## config.mk

```make
export PLATFORM = sky130hd
export DESIGN_NAME = dual_header_frame_parser_flat
export DESIGN_NICKNAME = d
export VERILOG_FILES = /design/src/rtl/core/dhfp_pkg.sv /design/src/rtl/core/dhfp_if.sv /design/src/rtl/core/dhfp_front.sv /design/src/rtl/core/dhfp_queue.sv /design/src/rtl/core/dhfp_back.sv /design/src/rtl/core/dual_header_frame_parser.sv /design/src/flat_wrapper.sv
export SDC_FILE = /design/constraint.sdc
export NUM_CORES = 1
export LEC_CHECK = 0
export BUFFER_PORTS_ARGS = -buffer_cell sky130_fd_sc_hd__buf_4
export CAP_MARGIN = 20
export CELL_PAD_IN_SITES_DETAIL_PLACEMENT = 0
export CELL_PAD_IN_SITES_GLOBAL_PLACEMENT = 1
export CORE_MARGIN = 4
export CORE_UTILIZATION = 30
export CTS_CLUSTER_DIAMETER = 40
export DETAILED_ROUTE_END_ITERATION = 6
export PLACE_DENSITY = 0.56
export SETUP_SLACK_MARGIN = 0.02
export SLEW_MARGIN = 20
export SYNTH_ARGS = -nofsm -noshare
export SYNTH_HDL_FRONTEND = slang
export SYNTH_SLANG_ARGS = --single-unit
```

## constraint.sdc

```tcl
create_clock -name clk -period 5.7 [get_ports clk]
set_input_delay 1.71 -clock clk [delete_from_list [all_inputs] [get_ports clk]]
set_output_delay 1.71 -clock clk [all_outputs]
set_load 0.01 [all_outputs]
```

## src/rtl/core/dhfp_pkg.sv

```systemverilog
`default_nettype none

package dhfp_pkg;

    localparam int unsigned BYTE_W   = 8;
    localparam int unsigned LEN_W    = 16;
    localparam int unsigned RUN_W    = 3;
    localparam int unsigned FIXED_W  = 4;

    localparam logic [LEN_W-1:0]   MAX_LEN_RESET = 16'd192;
    localparam logic [BYTE_W-1:0]  SYNC_FF       = 8'hFF;
    localparam logic [BYTE_W-1:0]  SYNC_ZERO     = 8'h00;
    localparam logic [BYTE_W-1:0]  SYNC_AA       = 8'hAA;
    localparam logic [RUN_W-1:0]   FF_RUN_LEN    = 3'd5;
    localparam logic [FIXED_W-1:0] FIXED_LEN     = 4'd10;

    localparam logic KIND_LENGTH = 1'b0;
    localparam logic KIND_FIXED  = 1'b1;

    typedef enum logic [2:0] {
        PH_HUNT    = 3'd0,
        PH_LEN_HI  = 3'd1,
        PH_LEN_LO  = 3'd2,
        PH_PAYLOAD = 3'd3,
        PH_FIXED   = 3'd4
    } phase_t;

    typedef struct packed {
        logic [BYTE_W-1:0] data_byte;
        logic              frame_kind;
        logic              last;
        logic              error;
    } frame_item_t;

endpackage

`default_nettype wire

```

## src/rtl/core/dhfp_if.sv

```systemverilog
`default_nettype none

interface dhfp_rx_if;
    logic       valid;
    logic       ready;
    logic [7:0] rx_byte;

    modport source (output valid, output rx_byte, input ready);
    modport sink (input valid, input rx_byte, output ready);
endinterface

interface dhfp_frame_if;
    logic       valid;
    logic       ready;
    logic [7:0] data_byte;
    logic       frame_kind;
    logic       last;
    logic       error;

    modport source (output valid, output data_byte, output frame_kind, output last,
                    output error, input ready);
    modport sink (input valid, input data_byte, input frame_kind, input last,
                  input error, output ready);
endinterface

`default_nettype wire

```

## src/rtl/core/dhfp_front.sv

```systemverilog
`default_nettype none

module dhfp_front
(
    input  wire logic                  clk,
    input  wire logic                  rst_n,
    dhfp_rx_if.sink                    rx,
    input  wire logic                  q_ready,
    input  wire logic                  cfg_we,
    input  wire logic [15:0]           cfg_wdata,
    output logic                       push,
    output dhfp_pkg::frame_item_t      push_item
);

    dhfp_pkg::phase_t                     phase_reg;
    dhfp_pkg::phase_t                     phase_next;
    logic [dhfp_pkg::RUN_W-1:0]           ones_run_reg;
    logic [dhfp_pkg::RUN_W-1:0]           ones_run_next;
    logic                                 prev_aa_reg;
    logic                                 prev_aa_next;
    logic [dhfp_pkg::LEN_W-1:0]           bytes_left_reg;
    logic [dhfp_pkg::LEN_W-1:0]           bytes_left_next;
    logic [dhfp_pkg::BYTE_W-1:0]          length_high_reg;
    logic [dhfp_pkg::BYTE_W-1:0]          length_high_next;
    logic [dhfp_pkg::FIXED_W-1:0]         fixed_count_reg;
    logic [dhfp_pkg::FIXED_W-1:0]         fixed_count_next;
    logic [dhfp_pkg::LEN_W-1:0]           max_len_reg;

    logic                                 accept;
    logic [dhfp_pkg::LEN_W-1:0]           len_word;
    logic [dhfp_pkg::FIXED_W-1:0]         fixed_inc;
    logic                                 len_zero;
    logic                                 len_over;
    logic                                 payload_end;
    logic                                 fixed_end;

    assign rx.ready    = q_ready;
    assign accept      = rx.valid && q_ready;
    assign len_word    = {length_high_reg, rx.rx_byte};
    assign fixed_inc   = fixed_count_reg + 1'b1;
    assign len_zero    = (len_word == '0);
    assign len_over    = (len_word > max_len_reg);
    assign payload_end = (bytes_left_reg <= dhfp_pkg::LEN_W'(1));
    assign fixed_end   = (fixed_inc >= dhfp_pkg::FIXED_LEN);

    always_ff @(posedge clk or negedge rst_n)
    begin
        if (!rst_n)
        begin
            max_len_reg <= dhfp_pkg::MAX_LEN_RESET;
        end
        else if (cfg_we)
        begin
            max_len_reg <= cfg_wdata;
        end
    end

    always_ff @(posedge clk or negedge rst_n)
    begin
        if (!rst_n)
        begin
            phase_reg       <= dhfp_pkg::PH_HUNT;
            ones_run_reg    <= '0;
            prev_aa_reg     <= 1'b0;
            bytes_left_reg  <= '0;
            length_high_reg <= '0;
            fixed_count_reg <= '0;
        end
        else if (accept)
        begin
            phase_reg       <= phase_next;
            ones_run_reg    <= ones_run_next;
            prev_aa_reg     <= prev_aa_next;
            bytes_left_reg  <= bytes_left_next;
            length_high_reg <= length_high_next;
            fixed_count_reg <= fixed_count_next;
        end
    end

    // next state
    always_comb
    begin
        phase_next       = phase_reg;
        ones_run_next    = ones_run_reg;
        prev_aa_next     = prev_aa_reg;
        bytes_left_next  = bytes_left_reg;
        length_high_next = length_high_reg;
        fixed_count_next = fixed_count_reg;
        case (phase_reg)
            dhfp_pkg::PH_LEN_HI:
            begin
                length_high_next = rx.rx_byte;
                phase_next       = dhfp_pkg::PH_LEN_LO;
            end
            dhfp_pkg::PH_LEN_LO:
            begin
                if (len_zero || len_over)
                begin
                    phase_next       = dhfp_pkg::PH_HUNT;
                    ones_run_next    = '0;
                    prev_aa_next     = 1'b0;
                    bytes_left_next  = '0;
                    fixed_count_next = '0;
                end
                else
                begin
                    bytes_left_next = len_word;
                    phase_next      = dhfp_pkg::PH_PAYLOAD;
                end
            end
            dhfp_pkg::PH_PAYLOAD:
            begin
                if (payload_end)
                begin
                    phase_next       = dhfp_pkg::PH_HUNT;
                    ones_run_next    = '0;
                    prev_aa_next     = 1'b0;
                    bytes_left_next  = '0;
                    fixed_count_next = '0;
                end
                else
                begin
                    bytes_left_next = bytes_left_reg - 1'b1;
                end
            end
            dhfp_pkg::PH_FIXED:
            begin
                if (fixed_end)
                begin
                    phase_next       = dhfp_pkg::PH_HUNT;
                    ones_run_next    = '0;
                    prev_aa_next     = 1'b0;
                    bytes_left_next  = '0;
                    fixed_count_next = '0;
                end
                else
                begin
                    fixed_count_next = fixed_inc;
                end
            end
            default:
            begin
                // hunting, also for unused phase codes
                phase_next = dhfp_pkg::PH_HUNT;
                if (rx.rx_byte == dhfp_pkg::SYNC_FF)
                begin
                    if (ones_run_reg < dhfp_pkg::FF_RUN_LEN)
                    begin
                        ones_run_next = ones_run_reg + 1'b1;
                    end
                    prev_aa_next = 1'b0;
                end
                else if (rx.rx_byte == dhfp_pkg::SYNC_ZERO &&
                         ones_run_reg >= dhfp_pkg::FF_RUN_LEN)
                begin
                    ones_run_next = '0;
                    prev_aa_next  = 1'b0;
                    phase_next    = dhfp_pkg::PH_LEN_HI;
                end
                else if (rx.rx_byte == dhfp_pkg::SYNC_AA)
                begin
                    ones_run_next = '0;
                    if (prev_aa_reg)
                    begin
                        prev_aa_next     = 1'b0;
                        fixed_count_next = '0;
                        phase_next       = dhfp_pkg::PH_FIXED;
                    end
                    else
                    begin
                        prev_aa_next = 1'b1;
                    end
                end
                else
                begin
                    ones_run_next = '0;
                    prev_aa_next  = 1'b0;
                end
            end
        endcase
    end

    // item classification
    always_comb
    begin
        push                 = 1'b0;
        push_item.data_byte  = rx.rx_byte;
        push_item.frame_kind = dhfp_pkg::KIND_LENGTH;
        push_item.last       = 1'b0;
        push_item.error      = 1'b0;
        case (phase_reg)
            dhfp_pkg::PH_LEN_HI:
            begin
                push = accept;
            end
            dhfp_pkg::PH_LEN_LO:
            begin
                push           = accept;
                push_item.last = len_zero || len_over;
                push_item.error = !len_zero && len_over;
            end
            dhfp_pkg::PH_PAYLOAD:
            begin
                push           = accept;
                push_item.last = payload_end;
            end
            dhfp_pkg::PH_FIXED:
            begin
                push                 = accept;
                push_item.frame_kind = dhfp_pkg::KIND_FIXED;
                push_item.last       = fixed_end;
            end
            default:
            begin
                push = 1'b0;
            end
        endcase
    end

    assert property (@(posedge clk) disable iff (!rst_n)
        (accept && phase_reg == dhfp_pkg::PH_HUNT) |-> !push)
        else $error("item pushed while hunting");

    assert property (@(posedge clk) disable iff (!rst_n)
        (phase_reg == dhfp_pkg::PH_FIXED) |-> (fixed_count_reg < dhfp_pkg::FIXED_LEN))
        else $error("fixed frame count overran");

    assert property (@(posedge clk) disable iff (!rst_n)
        (push && push_item.last) |=> (phase_reg == dhfp_pkg::PH_HUNT && ones_run_reg == '0))
        else $error("frame end did not restart the hunt");

endmodule

`default_nettype wire

```

## src/rtl/core/dhfp_queue.sv

```systemverilog
`default_nettype none

module dhfp_queue
#(
    parameter int DEPTH = 2
)
(
    input  wire logic                  clk,
    input  wire logic                  rst_n,
    input  wire logic                  push,
    input  wire dhfp_pkg::frame_item_t push_item,
    output logic                       not_full,
    input  wire logic                  pop,
    output logic                       not_empty,
    output dhfp_pkg::frame_item_t      head_item
);

    localparam int PTR_W = (DEPTH > 1) ? $clog2(DEPTH) : 1;
    localparam int CNT_W = $clog2(DEPTH + 1);

    dhfp_pkg::frame_item_t  store_reg [DEPTH];
    logic [PTR_W-1:0]       wr_ptr_reg;
    logic [PTR_W-1:0]       wr_ptr_next;
    logic [PTR_W-1:0]       rd_ptr_reg;
    logic [PTR_W-1:0]       rd_ptr_next;
    logic [CNT_W-1:0]       count_reg;
    logic [CNT_W-1:0]       count_next;

    assign not_full  = (count_reg != CNT_W'(DEPTH));
    assign not_empty = (count_reg != '0);
    assign head_item = store_reg[rd_ptr_reg];

    always_comb
    begin
        wr_ptr_next = wr_ptr_reg;
        rd_ptr_next = rd_ptr_reg;
        count_next  = count_reg;
        if (push)
        begin
            wr_ptr_next = (wr_ptr_reg == PTR_W'(DEPTH - 1)) ? '0 : wr_ptr_reg + 1'b1;
        end
        if (pop)
        begin
            rd_ptr_next = (rd_ptr_reg == PTR_W'(DEPTH - 1)) ? '0 : rd_ptr_reg + 1'b1;
        end
        if (push && !pop)
        begin
            count_next = count_reg + 1'b1;
        end
        else if (pop && !push)
        begin
            count_next = count_reg - 1'b1;
        end
    end

    always_ff @(posedge clk or negedge rst_n)
    begin
        if (!rst_n)
        begin
            wr_ptr_reg <= '0;
            rd_ptr_reg <= '0;
            count_reg  <= '0;
        end
        else
        begin
            wr_ptr_reg <= wr_ptr_next;
            rd_ptr_reg <= rd_ptr_next;
            count_reg  <= count_next;
        end
    end

    always_ff @(posedge clk)
    begin
        if (push)
        begin
            store_reg[wr_ptr_reg] <= push_item;
        end
    end

    assert property (@(posedge clk) disable iff (!rst_n)
        push |-> not_full)
        else $error("push into full queue");

    assert property (@(posedge clk) disable iff (!rst_n)
        pop |-> not_empty)
        else $error("pop from empty queue");

endmodule

`default_nettype wire

```

## src/rtl/core/dhfp_back.sv

```systemverilog
`default_nettype none

module dhfp_back
(
    input  wire logic                  clk,
    input  wire logic                  rst_n,
    input  wire logic                  q_valid,
    input  wire dhfp_pkg::frame_item_t q_item,
    output logic                       pop,
    dhfp_frame_if.source               frame
);

    logic                   valid_reg;
    logic                   valid_next;
    dhfp_pkg::frame_item_t  item_reg;

    assign pop        = q_valid && (!valid_reg || frame.ready);
    assign valid_next = pop || (valid_reg && !frame.ready);

    always_ff @(posedge clk or negedge rst_n)
    begin
        if (!rst_n)
        begin
            valid_reg <= 1'b0;
        end
        else
        begin
            valid_reg <= valid_next;
        end
    end

    always_ff @(posedge clk)
    begin
        if (pop)
        begin
            item_reg <= q_item;
        end
    end

    assign frame.valid      = valid_reg;
    assign frame.data_byte  = item_reg.data_byte;
    assign frame.frame_kind = item_reg.frame_kind;
    assign frame.last       = item_reg.last;
    assign frame.error      = item_reg.error;

endmodule

`default_nettype wire

```

## src/rtl/core/dual_header_frame_parser.sv

```systemverilog
// channel    dir   payload                                   handshake
// rx         in    rx_byte[7:0]                              valid/ready
// frame      out   data_byte[7:0] frame_kind last error      valid/ready
// cfg        in    cfg_wdata[15:0] = max_frame_length        cfg_we, no ready
//
// one byte accepted per cycle while the queue has room; a result passes through the queue and then the output register
// rate is set by the parser state update in the front stage
// rx.ready drops only when the queue between parser and output register is full
// rst_n clears parser state, queue pointers and output valid; max length resets to 192
`default_nettype none

module dual_header_frame_parser
#(
    parameter int QUEUE_DEPTH = 2
)
(
    input  wire logic         clk,
    input  wire logic         rst_n,
    dhfp_rx_if.sink           rx,
    dhfp_frame_if.source      frame,
    input  wire logic         cfg_we,
    input  wire logic [15:0]  cfg_wdata
);

    logic                   q_ready;
    logic                   q_valid;
    logic                   push;
    logic                   pop;
    dhfp_pkg::frame_item_t  push_item;
    dhfp_pkg::frame_item_t  head_item;

    dhfp_front u_front
    (
        .clk       (clk),
        .rst_n     (rst_n),
        .rx        (rx),
        .q_ready   (q_ready),
        .cfg_we    (cfg_we),
        .cfg_wdata (cfg_wdata),
        .push      (push),
        .push_item (push_item)
    );

    dhfp_queue #(.DEPTH(QUEUE_DEPTH)) u_queue
    (
        .clk       (clk),
        .rst_n     (rst_n),
        .push      (push),
        .push_item (push_item),
        .not_full  (q_ready),
        .pop       (pop),
        .not_empty (q_valid),
        .head_item (head_item)
    );

    dhfp_back u_back
    (
        .clk     (clk),
        .rst_n   (rst_n),
        .q_valid (q_valid),
        .q_item  (head_item),
        .pop     (pop),
        .frame   (frame)
    );

endmodule

`default_nettype wire

```

## src/flat_wrapper.sv

```systemverilog
// flat-port wrapper written by rule: the top's interface ports become plain ports
module dual_header_frame_parser_flat 
#(
    parameter int QUEUE_DEPTH = 2
)
  (clk, rst_n, cfg_we, cfg_wdata, rx_valid, rx_rx_byte, rx_ready, frame_valid, frame_data_byte, frame_frame_kind, frame_last, frame_error, frame_ready);
  dhfp_rx_if rx_i ();
  dhfp_frame_if frame_i ();
  input  wire logic clk;
  input  wire logic rst_n;
  input  wire logic cfg_we;
  input  wire logic [15:0] cfg_wdata;
  input wire logic [$bits(rx_i.valid)-1:0] rx_valid;
  input wire logic [$bits(rx_i.rx_byte)-1:0] rx_rx_byte;
  output wire logic [$bits(rx_i.ready)-1:0] rx_ready;
  output wire logic [$bits(frame_i.valid)-1:0] frame_valid;
  output wire logic [$bits(frame_i.data_byte)-1:0] frame_data_byte;
  output wire logic [$bits(frame_i.frame_kind)-1:0] frame_frame_kind;
  output wire logic [$bits(frame_i.last)-1:0] frame_last;
  output wire logic [$bits(frame_i.error)-1:0] frame_error;
  input wire logic [$bits(frame_i.ready)-1:0] frame_ready;
  assign rx_i.valid = rx_valid;
  assign rx_i.rx_byte = rx_rx_byte;
  assign rx_ready = rx_i.ready;
  assign frame_valid = frame_i.valid;
  assign frame_data_byte = frame_i.data_byte;
  assign frame_frame_kind = frame_i.frame_kind;
  assign frame_last = frame_i.last;
  assign frame_error = frame_i.error;
  assign frame_i.ready = frame_ready;
  dual_header_frame_parser #(.QUEUE_DEPTH(QUEUE_DEPTH)) u_core (.clk(clk), .rst_n(rst_n), .rx(rx_i), .frame(frame_i), .cfg_we(cfg_we), .cfg_wdata(cfg_wdata));
endmodule
```

==> summary.md, run 1 <==
| Metric | Value |
|---|---|
| Status | complete, no violations |
| Number of synthesized flops with an enable pin | 33 |
| Period utilisation layout | 64.91% |
| Max incr delay on CP | 0.58 ns |
| Worst hold path cell count | 1 |
| Global-route wire length before repair | 16640 um |
| Mean Syn Cell Area | 11.35 um2 |
| Layout Area Growth over Synthesis | 16.75% |
| Detailed Route WL | 10150 um |
| Cts bufs inserted | 9 |
| Port Buffer Count | 41 |
| Post-Synth XOR/XNOR Area | 1.361% |
| Max reg flops | 22 |
| Most common cell after layout, fill and taps aside | dfrtp_1 |
| Setup Viol. Count Final | 0 |
| DR vias/cell | 5.051 |
| CTS resizes | 0 |
| Fin. max-slew vios | 0 |
| Residual overflow from global routing | 0 |
| Die area | 17040 um2 |
| Final GP Congestion | 0.7575 |
| Adder-cell share of the synthesized area | 6.387% |
| Hold_ws | 0.4896 ns |
| Starting Density | 30.77% |
| RSZ-0062 raised after global routing | no |
| Netlist cell types | 69 |
| Layout Cells excl Fill | 627 |
| FMAX | 0.2703 GHz |
| FFs w/ async S/R, synth | 62.92% |
| CTS clk-pin slew, worst paths | 0.06 ns |
| Finished Core Util | 35.92% |
| Largest family of logic cells by synthesized area | compound AO/OA/AOI/OAI gates |
| Mapped cell area | 4506 um2 |
| Sink Count | 89 |
| Drt pass-1 iters | 4 |
| Postcts setup bufs | 0 |
| Root buffer cell | clkbuf_16 |
| Via Count | 3167 |
| Core footprint | 14640 um2 |
| Nets | 490 |
| CP startpoint kind | input port |
| CP Max Fanout | 14 |
| Final HPWL DP | 7333 um |
| Max cap viols | 0 |
| ANT nets after route | 0 |
| Worst rel slew slack | 28.29% |
| Placed insts | 611 |
| Synth Area in Compound Gates | 15.77% |
| Mapped Cells | 397 |
| Die X | 130.6 um |
| Largest net degree at the start of global routing | 57 |
| Final Skew | 0.01142 ns |
| Power Density | 481.9 nW/um2 |
| CP Cell Sequence | buf_4 > ha_1 > a21o_1 > nand3_1 > a2111oi_0 > o31ai_2 > and3_1 > a221o_1 |
| CTS Hold Buffers Added | 0 |
| Post-DR wirelength/cell | 16.19 um |
| Sequential area share after synthesis | 53.15% |
| Mux share of post-synthesis cell area | 5.721% |
| DRC viols | 0 |
| Slowest cell on the critical path | a2111oi_0 |
| Min Tclk post-route | 3.700 ns |
| Critical Path RT | 5.93 ns |
| Worst R2R Start | u_core.u_front.bytes_left_reg[0] |
| Synth Register Bits | 89 |
| Worst-margin pin slew | 1.073 ns |
| Worst path bufs/invs | 1 |
| Cell family contributing the most delay on the critical path | compound AO/OA/AOI/OAI gates |
| Most frequent cells in the layout | 54 x dfrtp_1, 41 x buf_4, 38 x nand2_1 |
| VDD IR max | 0.1584 mV |
| Syn nets | 449 |
| Die Y-Extent | 130.6 um |
| Setup crit end kind | register |
| Diodes inserted | 0 |
| Crit path DAT | 3.93 ns |
| IO Pins | 42 |
| Clk_lat worst skew | 0.35 ns |
| Initial antenna violation count | 0 |
| Share of layout cells above drive strength 1 | 20.77% |
| Filler cells | 1484 |
| R2R depth | 7 |
| DRT iter0 DRCs | 172 |
| Htree depth | 3 |
| YS warnings | 0 |
| Max clock buf depth | 2 |
| Leak | 0.002291 uW |
| Synth Area in Simple Gates | 13.77% |
| CTS tree | yes |
| Worst r2r dst | u_core.u_front.bytes_left_reg[7] |
| Hold EP | u_core.u_queue.wr_ptr_reg |
| Hold Vio Cnt, Final | 0 |
| Reg2Reg Setup Slack | 2.56 ns |
| Post-synth top flop | dfrtp_1 |
| Row count | 44 |
| Setup TNS | 0 ns |
| CP Class | in -> reg |
| Hold_sp | u_core.u_queue.wr_ptr_reg |
| Vias in the first global route | 3118 |
| Number of cells on the critical path | 8 |
| Worst min path class | reg -> reg |
| GRT Total Usage | 12.74% |
==> worst max path at each step <==
stage	from	endpoint
after floorplan	rx_rx_byte[5]	u_core.u_front.bytes_left_reg[9]
after global placement	rx_rx_byte[5]	u_core.u_front.bytes_left_reg[5]
after detailed placement	rx_rx_byte[5]	u_core.u_front.bytes_left_reg[5]
after CTS	rx_rx_byte[5]	u_core.u_front.bytes_left_reg[5]
after global routing	rx_rx_byte[5]	u_core.u_front.bytes_left_reg[9]
final	rx_rx_byte[5]	u_core.u_front.bytes_left_reg[5]
==> layout make-up <==
| type | instances | area [um2] | share of cell area (%) |
|---|---|---|---|
| Clock buffer | 12 | 236.5 | 4.496 |
| Clock inverter | 4 | 51.30 | 0.9753 |
| Inverter | 27 | 101.3 | 1.927 |
| Multi-Input combinational cell | 270 | 1938 | 36.85 |
| Sequential cell | 89 | 2395 | 45.53 |
| Tap cell | 184 | 230.2 | 4.377 |
| Timing Repair Buffer | 41 | 307.8 | 5.852 |
==> logic make-up (layout without fill, tap and decap cells) <==
logic type                 count (synthesis)  count (layout)
AOI/OAI and AO/OA                         98              98
muxes                                     23              23
and+or+nand+nor                          119             119
buffers and inverters                     38              84
xor gates and xnor gates                   7               7
adders and majority gates                 23              23
DFF                                       89              89
==> through the flow <==
step	total power [uW]	worst slack [ns]	cell area, um2
after CTS	2567	1.974	5260
final	2535	2.000	5260
after global routing	2727	1.781	5260
after floorplan	1694	1.941	4506
after global placement	1962	1.607	4972
after detailed placement	1972	1.596	4972
==> report_power, final <==
part | internal (uW) | total (uW) | switching, uW
Clock | 341 | 587 | 246
Sequential | 895 | 1070 | 177
Combinational | 402 | 877 | 474
Total | 1640 | 2530 | 896
==> synthesized netlist by cell type (all sizes together) (5+ instances only) <==
library cell | instances | area share (%)
a21oi | 9 | 1.0
ha | 23 | 6.4
nor3 | 15 | 1.8
edfxtp | 33 | 22
a211o | 6 | 1.2
dfrtp | 54 | 30
a221o | 9 | 2.0
buf | 5 | 0.86
a21boi | 12 | 2.0
nor4 | 7 | 1.1
o21ai | 28 | 3.1
nor2 | 23 | 2.0
inv | 27 | 2.2
nand2 | 38 | 3.2
mux2 | 22 | 5.5
nand4 | 5 | 0.69
or4 | 6 | 1.2
clkbuf | 6 | 0.72
==> per-layer routing <==
| metal | share of wire [%] | track usage, % | vias to the layer above |
|---|---|---|---|
| li1 | - | - | 1553 |
| met3 | 4.3 | 3.618 | 12 |
| met4 | 1.6 | 4.053 | 0 |
| met1 | 49 | 17.28 | 1541 |
| met5 | 0 | 0 | - |
| met2 | 45 | 19.78 | 61 |
(Power assumes the default switching activity.)
==> run 2: changes to the inputs <==
- PLACE_DENSITY: 0.56 -> 0.58
- clock period: 5.7 -> 3.1 ns (I/O delays scaled with it)
==> summary.md, run 2 (synthesized netlist as in run 1, its figures left out) <==
| Metric | Value |
|---|---|
| Status | complete, no violations |
| Initial antenna violation count | 0 |
| Diodes inserted | 0 |
| Residual overflow from global routing | 0 |
| Htree depth | 3 |
| CTS tree | yes |
| Nets | 505 |
| CTS clk-pin slew, worst paths | 0.06 ns |
| Total design power | 4711 uW |
| DP Worst Slack | 0.009998 ns |
| VDD IR max | 0.2626 mV |
| Root buffer cell | clkbuf_16 |
| Vias in the first global route | 3155 |
| Sw Pwr | 1667 uW |
| Share of layout cells above drive strength 1 | 23.58% |
| CTS resizes | 0 |
| Starting Density | 30.77% |
| DR vias/cell | 4.958 |
| Port Buffer Count | 41 |
| Sw Ratio | 35.38% |
| CP Max Fanout | 14 |
| Die area | 17040 um2 |
| Clk_lat worst skew | 0.34 ns |
| GRT Total Usage | 12.98% |
| Max clock buf depth | 2 |
| Setup crit end kind | register |
| Global-route wire length before repair | 16840 um |
| Worst min path class | reg -> reg |
| Row count | 44 |
| DRC viols | 0 |
| CTS Hold Buffers Added | 0 |
| Most common cell after layout, fill and taps aside | buf_4 |
| CP startpoint kind | input port |
| Period utilisation layout | 89.34% |
| Max reg flops | 22 |
| Sink Count | 89 |
| Post-DR wirelength/cell | 16.00 um |
| Critical Path RT | 3.32 ns |
| Min Tclk post-route | 2.770 ns |
| Postcts setup bufs | 0 |
| FMAX | 0.3611 GHz |
| CP Class | in -> reg |
| Hold Vio Cnt, Final | 0 |
| Clock power share | 21.4% |
| Die Y-Extent | 130.6 um |
| Setup Viol. Count Final | 0 |
| Die X | 130.6 um |
| Fin. max-slew vios | 0 |
| Logic pwr share | 36.9% |
| Register share of total power | 41.7% |
| P_int | 3044 uW |
| Via Count | 3183 |
| ANT nets after route | 0 |
| DRT iter0 DRCs | 223 |
| Drt pass-1 iters | 4 |
| IO Pins | 42 |
| Power Density | 878.9 nW/um2 |
| Final non-filler cell area | 5360 um2 |
| Finished Core Util | 36.60% |
| Layout Area Growth over Synthesis | 18.97% |
| Final GP Congestion | 0.7981 |
| Core footprint | 14640 um2 |
| Worst-margin pin slew | 0.7539 ns |
| Filler cells | 1473 |
| RSZ-0062 raised after global routing | no |
| Worst rel slew slack | 49.74% |
| Worst Slack Setup Final | 0.3305 ns |
| Setup TNS | 0 ns |
| Detailed Route WL | 10270 um |
| Final HPWL DP | 7544 um |
| Cts bufs inserted | 9 |
| Crit path DAT | 2.99 ns |
| Leak | 0.002356 uW |
| Area after DPL | 5085 um2 |
| Largest net degree at the start of global routing | 57 |
| Max cap viols | 0 |
| Final Skew | 0.006904 ns |
| Most frequent cells in the layout | 56 x buf_4, 54 x dfrtp_1, 38 x nand2_1 |
## run 2: critical path: stages
cell and delay (ns):
buf_4 0.13, ha_1 0.29, a21o_1 0.11, nand3_1 0.06, a2111oi_0 0.40, buf_4 0.19, o31ai_2 0.06, and3_1 0.34
a221o_1 0.45
## run 2: per-stage QoR
| stage | instances | hold slack (ns) |
|---|---|---|
| after global placement | 626 | 0.4752 |
| after detailed placement | 626 | 0.4798 |
| after CTS | 642 | 0.4929 |
| final | 642 | 0.4906 |
| after global routing | 642 | 0.5188 |
| after floorplan | 397 | 0.4603 |
## run 2: layer usage
| layer | wire, um | global-route usage, % | up-vias |
|---|---|---|---|
| met2 | 4589 | 20.26 | 54 |
| li1 | - | - | 1587 |
| met4 | 136 | 3.811 | 0 |
| met5 | 0 | 0 | - |
| met3 | 416 | 3.374 | 8 |
| met1 | 5127 | 17.84 | 1534 |
## run 2: path summary, 6_finish.rpt
check	startpoint	to	slack, ns	depth (start not counted)
min	u_core.u_queue.wr_ptr_reg	u_core.u_queue.wr_ptr_reg	0.49	1
min in group asynchronous	rst_n	u_core.u_front.fixed_count_reg[1]	0.67	1
min reg2reg	u_core.u_queue.wr_ptr_reg	u_core.u_queue.wr_ptr_reg	0.49	1
max reg2reg	u_core.u_front.length_high_reg[5]	u_core.u_front.bytes_left_reg[9]	0.34	7
max in group asynchronous	rst_n	u_core.u_front.length_high_reg[2]	1.95	1
max	rx_rx_byte[5]	u_core.u_front.bytes_left_reg[9]	0.33	9
## run 2: power by group through the flow
stage          combinational, uW  clock [uW]  sequential, uW
6_report                    1740        1010            1970
2_1_floorplan               1200           0            1910
3_3_place_gp                1740           0            1980
5_1_grt                     1960        1100            2030
3_5_place_dp                1760           0            1990
4_1_cts                     1770        1050            1970
## run 2: area by class of cell
type	count	area [um2]	area share [%]
Tap cell	184	230.2	4.295
Clock buffer	11	242.7	4.528
Multi-Input combinational cell	270	1938	36.16
Inverter	27	101.3	1.891
Timing Repair Buffer	56	420.4	7.843
Sequential cell	89	2395	44.68
Clock inverter	5	32.53	0.6069
==> run 3: changes to the inputs <==
==> constraint.sdc (replaced) <==
create_clock -name clk -period 3.1 [get_ports clk]
set_input_delay 0.62 -clock clk [delete_from_list [all_inputs] [get_ports clk]]
set_output_delay 0.62 -clock clk [all_outputs]
set_load 0.01 [all_outputs]
==> summary.md, run 3 (synthesized netlist as in run 1, its figures left out) <==
| Metric | Value |
|---|---|
| Status | complete, no violations |
| Root buffer cell | clkbuf_16 |
| Setup TNS | 0 ns |
| Most common cell after layout, fill and taps aside | dfrtp_1 |
| Final HPWL DP | 7449 um |
| Htree depth | 3 |
| DR vias/cell | 4.981 |
| IO Pins | 42 |
| Post-DR wirelength/cell | 16.18 um |
| VDD IR max | 0.2964 mV |
| Global-route wire length before repair | 17160 um |
| Clk_lat worst skew | 0.35 ns |
| DP Worst Slack | 0.3260 ns |
| Sink Count | 89 |
| Power Density | 878.4 nW/um2 |
| Share of layout cells above drive strength 1 | 22.57% |
| Layout Area Growth over Synthesis | 17.97% |
| Row count | 44 |
| Drt pass-1 iters | 4 |
| Die X | 130.6 um |
| CTS resizes | 0 |
| Worst rel slew slack | 49.20% |
| Final Skew | 0.009056 ns |
| Max cap viols | 0 |
| Setup crit end kind | register |
| ANT nets after route | 0 |
| CP Class | reg -> reg |
| Fin. max-slew vios | 0 |
| Port Buffer Count | 41 |
| DRC viols | 0 |
| Residual overflow from global routing | 0 |
| R2R depth | 7 |
| Largest net degree at the start of global routing | 57 |
| Core footprint | 14640 um2 |
| Max clock buf depth | 2 |
| Area after DPL | 5040 um2 |
| Period utilisation layout | 88.72% |
| Nets | 499 |
| Critical Path RT | 3.33 ns |
| RSZ-0062 raised after global routing | no |
| Leak | 0.002327 uW |
| Diodes inserted | 0 |
| Detailed Route WL | 10290 um |
| Worst R2R Start | u_core.u_front.length_high_reg[5] |
| Final non-filler cell area | 5315 um2 |
| Starting Density | 30.77% |
| Final GP Congestion | 0.7565 |
| CP Max Fanout | 6 |
| Most frequent cells in the layout | 54 x dfrtp_1, 50 x buf_4, 38 x nand2_1 |
| Initial antenna violation count | 0 |
| CTS Hold Buffers Added | 0 |
| Crit path DAT | 2.98 ns |
| CTS clk-pin slew, worst paths | 0.06 ns |
| Worst min path class | in -> async |
| Max reg flops | 22 |
| Worst Slack Setup Final | 0.3498 ns |
| Reg2Reg Setup Slack | 0.35 ns |
| Setup Viol. Count Final | 0 |
| Via Count | 3168 |
| GRT Total Usage | 13.11% |
| Min Tclk post-route | 2.750 ns |
| Postcts setup bufs | 0 |
| Die area | 17040 um2 |
| Total design power | 4669 uW |
| Hold Vio Cnt, Final | 0 |
| CP startpoint kind | register |
| Worst-margin pin slew | 0.7620 ns |
| Cts bufs inserted | 9 |
| Vias in the first global route | 3252 |
| DRT iter0 DRCs | 109 |
| FMAX | 0.3636 GHz |
| Worst r2r dst | u_core.u_front.fixed_count_reg[1] |
| CTS tree | yes |
| Die Y-Extent | 130.6 um |
run 3: how the worst max path moves through the flow:
stage                                      start                                end  slack [ns]  depth (start not counted)
2_1_floorplan                      rx_rx_byte[5]   u_core.u_front.bytes_left_reg[9]        0.43                          9
3_3_place_gp                       rx_rx_byte[5]   u_core.u_front.bytes_left_reg[8]        0.37                         10
3_5_place_dp                       rx_rx_byte[5]   u_core.u_front.bytes_left_reg[8]        0.33                         10
4_1_cts        u_core.u_front.length_high_reg[5]  u_core.u_front.fixed_count_reg[1]        0.33                          7
5_1_grt           u_core.u_front.max_len_reg[13]  u_core.u_front.fixed_count_reg[1]        0.22                          8
6_report       u_core.u_front.length_high_reg[5]  u_core.u_front.fixed_count_reg[1]        0.35                          7
run 3: per-stage QoR:
stage	hold slack [ns]	util [%]	instances
2_1_floorplan	0.3244	-	397
3_3_place_gp	0.4763	34.42	620
3_5_place_dp	0.4769	34.42	620
4_1_cts	0.3771	36.30	636
5_1_grt	0.4197	36.30	636
6_report	0.3538	36.30	636
run 3: worst max-delay path: stages, from the launching register on:
cell,delay (ns)
dfrtp_1,0.41
ha_1,0.32
a21o_1,0.16
a21o_1,0.17
a2111o_1,0.46
o31a_1,0.40
o21ai_1,0.34
mux2_2,0.38
run 3: metal layers:
layer,global-route usage [%],routed length [um]
met5,0,0
met2,20.83,4626
met4,3.146,90
met1,17.59,5052
met3,4.065,521
run 3: area by class of cell:
cell class,count,area (um2)
clock buffer,11,242.7
clock inverter,5,32.53
fill,1468,9329
inverter,27,101.3
multi-input combinational,270,1938
sequential,89,2395
tap,184,230.2
timing repair buffer,50,375.4
run 3: power breakdown:
part           switching (uW)  total (uW)  internal (uW)
Combinational             902        1700            798
Clock                     445        1010            562
Sequential                317        1960           1640
